===== src/rtl/cst_pkg.sv =====
// shared types and constants for the connection slot table
// no dependencies
package cst_pkg;

   localparam int ENTRIES_DEF = 64;
   localparam int HANDLE_W    = 32;
   localparam int REF_W       = 9;
   localparam int INDEX_W     = 8;
   localparam int REQ_W       = 120;
   localparam int RSP_W       = 48;

   localparam logic [REF_W-1:0] REF_NONE = 9'h1FF;

   typedef enum logic [3:0] {
      OP_MAP           = 4'd0,
      OP_ATTACH_MEDIA  = 4'd1,
      OP_FREE_INDEX    = 4'd2,
      OP_FREE_CHAN     = 4'd3,
      OP_REBIND        = 4'd4,
      OP_FIND_CHAN     = 4'd5,
      OP_FIND_CTRL     = 4'd6,
      OP_CHAN_OF_INDEX = 4'd7,
      OP_MEDIA_OF_INDEX = 4'd8,
      OP_MEDIA_OF_CHAN = 4'd9,
      OP_FIND_REF      = 4'd10
   } op_type;

   typedef enum logic [1:0] {
      ST_IDLE,
      ST_SCAN,
      ST_WRITE,
      ST_FINISH
   } state_type;

   typedef struct packed {
      logic [HANDLE_W-1:0] chan;
      logic [HANDLE_W-1:0] media;
      logic [HANDLE_W-1:0] ctrl;
      logic [REF_W-1:0]    ref_v;
   } slot_type;

endpackage


===== src/rtl/cst_cell.sv =====
// one slot of the rotating slot ring
// depends on cst_pkg
module cst_cell (
   input  logic              clock,
   input  logic              reset,
   input  logic              shift,
   input  cst_pkg::slot_type d_in,
   output cst_pkg::slot_type q_out
);
   import cst_pkg::*;

   slot_type slot_ff;

   always_ff @(posedge clock) begin
      if (reset) begin
         slot_ff <= '0;
      end else if (shift) begin
         slot_ff <= d_in;
      end
   end

   assign q_out = slot_ff;

endmodule


===== config.mk =====
export PLATFORM = sky130hd
export DESIGN_NAME = cst_cell
export DESIGN_NICKNAME = d
export VERILOG_FILES = /design/src/rtl/cst_pkg.sv /design/src/rtl/cst_cell.sv
export SDC_FILE = /design/constraint.sdc
export NUM_CORES = 1
export LEC_CHECK = 0
export BUFFER_PORTS_ARGS = -buffer_cell sky130_fd_sc_hd__buf_2
export CORE_MARGIN = 2
export CORE_UTILIZATION = 45
export CTS_BUF_LIST = sky130_fd_sc_hd__clkbuf_4 sky130_fd_sc_hd__clkbuf_8
export CTS_CLUSTER_SIZE = 28
export DETAILED_ROUTE_END_ITERATION = 16
export PLACE_DENSITY = 0.93
export SYNTH_ARGS = -nofsm -noshare
export SYNTH_HDL_FRONTEND = slang
export SYNTH_SLANG_ARGS = --single-unit

===== constraint.sdc =====
create_clock -name clock -period 1.4 [get_ports clock]
set_clock_uncertainty 0.2 [all_clocks]
set_input_delay 0.28 -clock clock [delete_from_list [all_inputs] [get_ports clock]]
set_output_delay 0.28 -clock clock [all_outputs]
set_load 0.1 [all_outputs]

==> run summary, run 1 <==
share of layout cells above drive strength 1 = 0.550
fin crit share = 1.04
YS warnings = 0
antenna violations before repair = 2
DRT iter0 DRCs = 219
pwr dens = 1060 nW/µm²
io pins = 213
worst path buffer plus inverter count = 1
TritonCTS clock tree = built
reg2reg setup slack = 270 ps
final setup violation count = 69
H-tree depth = 3
top post-synthesis cells by area = dfxtp_1 56%, mux2i_1 28%, nor2_1 10%
synth-to-layout area growth = 109%
critical setup path kind = flop to output port
Rows = 33
failing checks = negative hold slack, negative setup slack
die width = 95.4 µm
Avg WL per Cell = 26.1 µm
global-route wire length before repair = 23700 µm
post-detail-place hpwl = 9270 µm
post-synthesis register bit count = 105
vias per inst = 5.53
register area share after synthesis = 0.560
# placed instances = 638
clk_lat worst skew = 350 ps
die height = 95.4 µm
P_int = 5.10 mW
clock share of power = 0.222
Worst-Margin Slew = 343 ps
max incr delay on CP = 410 ps
Initial Util = 0.462
max frequency = 688 MHz
Req. time, crit path = 920 ps
total leakage power = 3.67 nW
CP max-delay cell = dfxtp_2
Yosys cell types = 9
hold_ws = -40.0 ps
largest area contributor in the netlist = dfxtp_1
HP Class = primary input to flop
part of the power in registers = 0.410
Syn Nets = 447
maximum fanout along the worst path = 2
drt drc = 0
Initial DRT Pass Iterations = 6
Congestion Overflow GR = 0
mean post-synth cell area = 11.1 µm²
vias in the first global route = 4496
kind of cell adding the most delay to the critical path = flip-flops
largest net degree at the start of global routing = 59
max reg flops = 105
Post-Syn Area = 3760 µm²
fin. max-slew vios = 0
Non-Filler Instances = 766
# nets final = 763
CTS buffer count = 9
total wire length = 20000 µm
worst slack, placed = 3.01 ps
Placer Congestion = 0.760
P_sw = 3.22 mW
Worst slew margin = 0.765
peak supply drop = 0.887 mV
RSZ-0062 raised after global routing = yes
vias = 4238
Core Util, Final = 0.966
Worst EP arrival = 970 ps
worst-path cell chain = buf_12
Comb pwr share = 0.368
setup ws final = -53.7 ps
Total Routing Usage GR = 0.358
CTS Root Cell = clkbuf_8
Max-Cap Viols = 0
Num Clock Sinks = 105
Sw Share = 0.387
Synth top area share = 0.560
endpoint type of the worst setup path = output port
area of the core = 8130 µm²
die area = 9090 µm²
Hold Fails Final Rpt = 1
Startpoint Class = flop
cells after synthesis = 339
CTS clk-pin slew, worst paths = 110 ps
clk buf depth = 2
buffers added on ports = 212
Final min period = 1450 ps
post-route ant nets = 0
status = complete, but fails checks
[final cells by class]
cell class / instances / area, µm²
Multi-Input combinational cell: 210 / 1450
Timing Repair Buffer: 329 / 3800
Clock inverter: 4 / 28.8
Antenna cell: 1 / 2.50
Fill cell: 149 / 277
Clock buffer: 12 / 153
Tap cell: 105 / 131
Sequential cell: 105 / 2300
[synth_stat cells, drive strengths merged]
cell type,n
dfxtp,105
nor2,105
mux2i,105
buf,17
clkbuf,7
[routing by layer]
layer  share of wire  up-vias  global-route usage
met4           0.090        0               0.273
li1                -     1748                   -
met3            0.10      145               0.124
met5               0        -                   0
met2            0.50      370               0.648
met1            0.31     1975               0.324
[logic make-up (layout without fill, tap and decap cells)]
kind of cell | count (synthesis) | after routing | share of synthesized area
multiplexers | 105 | 105 | 0.280
buffers and inverters | 24 | 345 | 0.0556
AND/OR/NAND/NOR | 105 | 105 | 0.105
flip-flops | 105 | 105 | 0.560
other | 0 | 1 | 0
[path summary, 6_finish.rpt]
kind | cells after the start | from | end
worst max-delay path | 1 | q_out[47]$_SDFFE_PP0P_ | q_out[47]
worst min-delay path | 3 | d_in[81] | q_out[81]$_SDFFE_PP0P_
worst max register to register | 3 | q_out[13]$_SDFFE_PP0P_ | q_out[13]$_SDFFE_PP0P_
worst min register to register | 2 | q_out[86]$_SDFFE_PP0P_ | q_out[86]$_SDFFE_PP0P_
[worst min-delay path, cell delays in order]
cell	delay, ps
buf_2	70
mux2i_1	60
nor2_1	80
[power by group through the flow]
| stage | Clock (mW) | Combinational, mW | Sequential [mW] |
|---|---|---|---|
| floorplan | 0 | 0.395 | 4.65 |
| CTS | 1.76 | 2.85 | 3.40 |
| global route | 1.94 | 3.11 | 3.42 |
| finish | 1.85 | 3.06 | 3.41 |
| detailed placement | 0 | 2.65 | 3.47 |
| global placement | 0 | 2.58 | 3.45 |
[metrics by stage]
step	power, mW	hold WS (ps)	area (µm²)	setup TNS, ps
floorplan	5.05	227	3890	0
global placement	6.04	299	6560	0
detailed placement	6.13	312	6560	0
CTS	8.02	0.386	7600	-37.2
global route	8.47	-23.5	7860	-2520
finish	8.32	-40.0	7860	-1120
[cells in the final DEF, fill, tap and decap left out]
cell and instances:
buf_12 110, buf_2 106, mux2i_1 105, nor2_1 105
dlygate4sd3_1 87, dfxtp_2 79, buf_4 26, dfxtp_4 26
clkbuf_8 10, clkbuf_4 2, clkinvlp_4 2, diode_2 1
clkinv_4 1, clkinv_2 1
[timing repair]
action,4_1_cts,5_1_grt
hold buffers,81,6
gates cloned,0,0
resized for setup,1,25
buffers inserted,6,18
endpoints found under the setup margin,15,102
hold endpoints to repair,81,6
Power figures use the tool's default switching activity.
==> run 2: changes to the inputs <==
--- a/config.mk
+++ b/config.mk
@@ -11,7 +11,9 @@
 export CTS_BUF_LIST = sky130_fd_sc_hd__clkbuf_4 sky130_fd_sc_hd__clkbuf_8
 export CTS_CLUSTER_SIZE = 28
 export DETAILED_ROUTE_END_ITERATION = 16
+export GPL_TIMING_DRIVEN = 0
 export PLACE_DENSITY = 0.93
+export REMOVE_ABC_BUFFERS = 1
 export SYNTH_ARGS = -nofsm -noshare
 export SYNTH_HDL_FRONTEND = slang
 export SYNTH_SLANG_ARGS = --single-unit
==> run summary, run 2 <==
Post-Syn Area = 3760 µm²
Err = [ERROR GRT-0232] Routing congestion too high. Check the congestion heatmap in the GUI.
Rows = 33
YS warnings = 0
Synth top area share = 0.560
main combinational cell family by area after synthesis = multiplexers
post-synthesis register bit count = 105
ys flop type = dfxtp_1
Initial Util = 0.462
antenna violations before repair = 5
Setup Buffers After CTS = 0
cells after synthesis = 339
Num Clock Sinks = 105
worst slack, placed = -466 ps
mux cell area share after synthesis = 0.280
Synth Area in Compound Gates = 0
CTS buffer count = 9
mean post-synth cell area = 11.1 µm²
largest net degree at the start of global routing = 106
kind of the worst endpoint = top-level output
buffers added on ports = 212
post-detail-place hpwl = 6180 µm
Simple-Gate Fraction of Synth Area = 0.105
Total Routing Usage GR = 0.773
io pins = 213
stage reached = 5_1_grt
status = stopped before the end
clk buf depth = 2
register area share after synthesis = 0.560
H-tree depth = 3
FFs w/ async S/R, synth = 0
die height = 95.4 µm
die width = 95.4 µm
worst_ep grt = q_out[41]
largest area contributor in the netlist = dfxtp_1
Congestion Overflow GR = 163
number of synthesized flops with an enable pin = 0
top post-synthesis cells by area = dfxtp_1 56%, mux2i_1 28%, nor2_1 10%
CTS Root Cell = clkbuf_8
Post-Synth XOR/XNOR Area = 0
Yosys cell types = 9
Adder-Cell Fraction of Synth Area = 0
synth cell count leaders = 105 x dfxtp_1, 105 x mux2i_1, 105 x nor2_1, 7 x clkbuf_1, 6 x buf_4
Placer Congestion = 0.702
[run 2: cell counts after synthesis]
No cell type changed its count.
[run 2: what timing repair did]
action                     4_1_cts
setup endpoints to repair      157
hold buffers                   100
hold endpoints to repair       100
resized for setup              526
[run 2: logic make-up after synthesis]
kind of cell,Yosys count
DFF,105
buffers and inverters,24
and+or+nand+nor,105
muxes,105
[run 2: through the flow]
step | cell area [µm²] | utilization | cells
4_1_cts | 7700 | 0.947 | 748
3_5_place_dp | 4780 | 0.587 | 633
2_1_floorplan | 3550 | - | 315
3_3_place_gp | 4740 | 0.583 | 632
[run 2: metal layers]
layer,overflow,global-route usage
met4,67,0.914
met5,0,0.0298
met2,96,0.999
met3,0,0.534
met1,0,0.735
==> run 3: changes to the inputs <==
--- a/config.mk
+++ b/config.mk
@@ -7,12 +7,10 @@
 export LEC_CHECK = 0
 export BUFFER_PORTS_ARGS = -buffer_cell sky130_fd_sc_hd__buf_2
 export CORE_MARGIN = 2
-export CORE_UTILIZATION = 45
-export CTS_BUF_LIST = sky130_fd_sc_hd__clkbuf_4 sky130_fd_sc_hd__clkbuf_8
-export CTS_CLUSTER_SIZE = 28
+export CORE_UTILIZATION = 40
 export DETAILED_ROUTE_END_ITERATION = 16
 export GPL_TIMING_DRIVEN = 0
-export PLACE_DENSITY = 0.93
+export PLACE_DENSITY_LB_ADDON = 0.15
 export REMOVE_ABC_BUFFERS = 1
 export SYNTH_ARGS = -nofsm -noshare
 export SYNTH_HDL_FRONTEND = slang
==> run summary, run 3 (same netlist as run 1, synthesis figures left out) <==
status = complete, but fails checks
failing checks = negative setup slack
total wire length = 15300 µm
CTS clk-pin slew, worst paths = 100 ps
Congestion Overflow GR = 0
Worst-Margin Slew = 529 ps
clk_lat worst skew = 350 ps
peak supply drop = 0.585 mV
H-tree depth = 3
worst slack, placed = -426 ps
synth-to-layout area growth = 111%
share of layout cells above drive strength 1 = 0.523
Initial DRT Pass Iterations = 4
area of the core = 9200 µm²
vias per inst = 4.94
drt drc = 0
CTS buffer count = 9
CP max-delay cell = buf_16
max reg flops = 105
vias = 3816
Worst setup startpoint = shift
part of the power in registers = 0.400
# placed instances = 640
global-route wire length before repair = 21300 µm
die area = 10200 µm²
P_int = 5.46 mW
die height = 101 µm
Hold Fails Final Rpt = 0
final setup violation count = 8
Final min period = 1490 ps
max frequency = 673 MHz
fin. max-slew vios = 0
maximum fanout along the worst path = 54
endpoint type of the worst setup path = flop
Worst slew margin = 0.647
Startpoint Class = primary input
fillers = 400
io pins = 213
antenna violations before repair = 1
Max-Cap Viols = 0
vias in the first global route = 4085
die width = 101 µm
worst-path cell chain = buf_12, buf_16, mux2i_1, nor2_1
clock share of power = 0.253
max incr delay on CP = 360 ps
HP Class = primary input to flop
Core Util, Final = 0.861
# nets final = 764
Avg WL per Cell = 19.8 µm
Worst EP arrival = 1510 ps
clk buf depth = 2
pwr dens = 1070 nW/µm²
Initial Util = 0.408
largest net degree at the start of global routing = 58
commonest cells after routing, fill and taps aside = 107 x buf_12, 105 x mux2i_1, 105 x nor2_1, 105 x dlygate4sd3_1, 105 x buf_2
setup ws final = -86.9 ps
Sw Share = 0.357
Num Clock Sinks = 105
Total Routing Usage GR = 0.273
min-delay src = shift
CTS Root Cell = clkbuf_8
hold_ws = 183 ps
P_sw = 3.03 mW
Placer Congestion = 0.694
DRT iter0 DRCs = 105
Comb pwr share = 0.348
total leakage power = 3.67 nW
RSZ-0062 raised after global routing = yes
TritonCTS clock tree = built
critical setup path kind = primary input to flop
Req. time, crit path = 1430 ps
fin crit share = 1.06
buffers added on ports = 212
setup TNS = -108 ps
post-route ant nets = 0
most common cell after layout, fill and taps aside = buf_12
RR Startpoint = q_out[66]$_SDFFE_PP0P_
post-detail-place hpwl = 6110 µm
Rows = 35
Non-Filler Instances = 772
-- run 3: routing by layer --
metal / wire (µm) / vias to the layer above / track usage
met3: 1130 / 35 / 0.0749
met2: 8420 / 196 / 0.512
met1: 5220 / 1836 / 0.283
li1: - / 1749 / -
met5: 0 / - / 0
met4: 534 / 0 / 0.117
-- run 3: final timing paths --
check / slack, ps / depth (start not counted) / endpoint
max: -90 / 4 / q_out[72]$_SDFFE_PP0P_
min reg2reg: 330 / 2 / q_out[71]$_SDFFE_PP0P_
max reg2reg: 260 / 3 / q_out[66]$_SDFFE_PP0P_
min: 180 / 3 / q_out[4]$_SDFFE_PP0P_
-- run 3: layout make-up --
class / count / area (µm²) / share of cell area
sequential: 105 / 2270 / 0.287
multi-input combinational: 210 / 1450 / 0.182
timing repair buffer: 330 / 3840 / 0.484
tap: 111 / 139 / 0.0175
antenna: 1 / 2.50 / 0.000316
clock inverter: 4 / 76.3 / 0.00964
clock buffer: 11 / 151 / 0.0191
-- run 3: power by group through the flow --
stage	Clock, mW	Sequential [mW]	Combinational, mW
floorplan	0	4.60	0.254
global placement	0	3.31	2.04
detailed placement	0	3.31	2.04
CTS	2.17	3.39	2.82
global route	2.30	3.41	3.03
finish	2.15	3.40	2.95
-- run 3: timing repair --
item / in CTS / in global routing
endpoints found under the hold margin: 105 / 0
setup endpoints to repair: 125 / 146
buffers inserted: 0 / 11
hold buffers: 105 / 0
gates resized for setup: 526 / 16
-- run 3: metrics by stage --
| stage | total power, mW | cell area [µm²] |
|---|---|---|
| 2_1_floorplan | 4.85 | 3550 |
| 3_5_place_dp | 5.35 | 4800 |
| 6_report | 8.49 | 7920 |
| 4_1_cts | 8.38 | 7790 |
| 5_1_grt | 8.75 | 7920 |
| 3_3_place_gp | 5.35 | 4750 |
-- run 3: critical path: cells and delay by family --
kind / cells / cell delay (ps)
buffers and inverters: 2 / 630
AND/OR/NAND/NOR: 1 / 150
multiplexers: 1 / 350
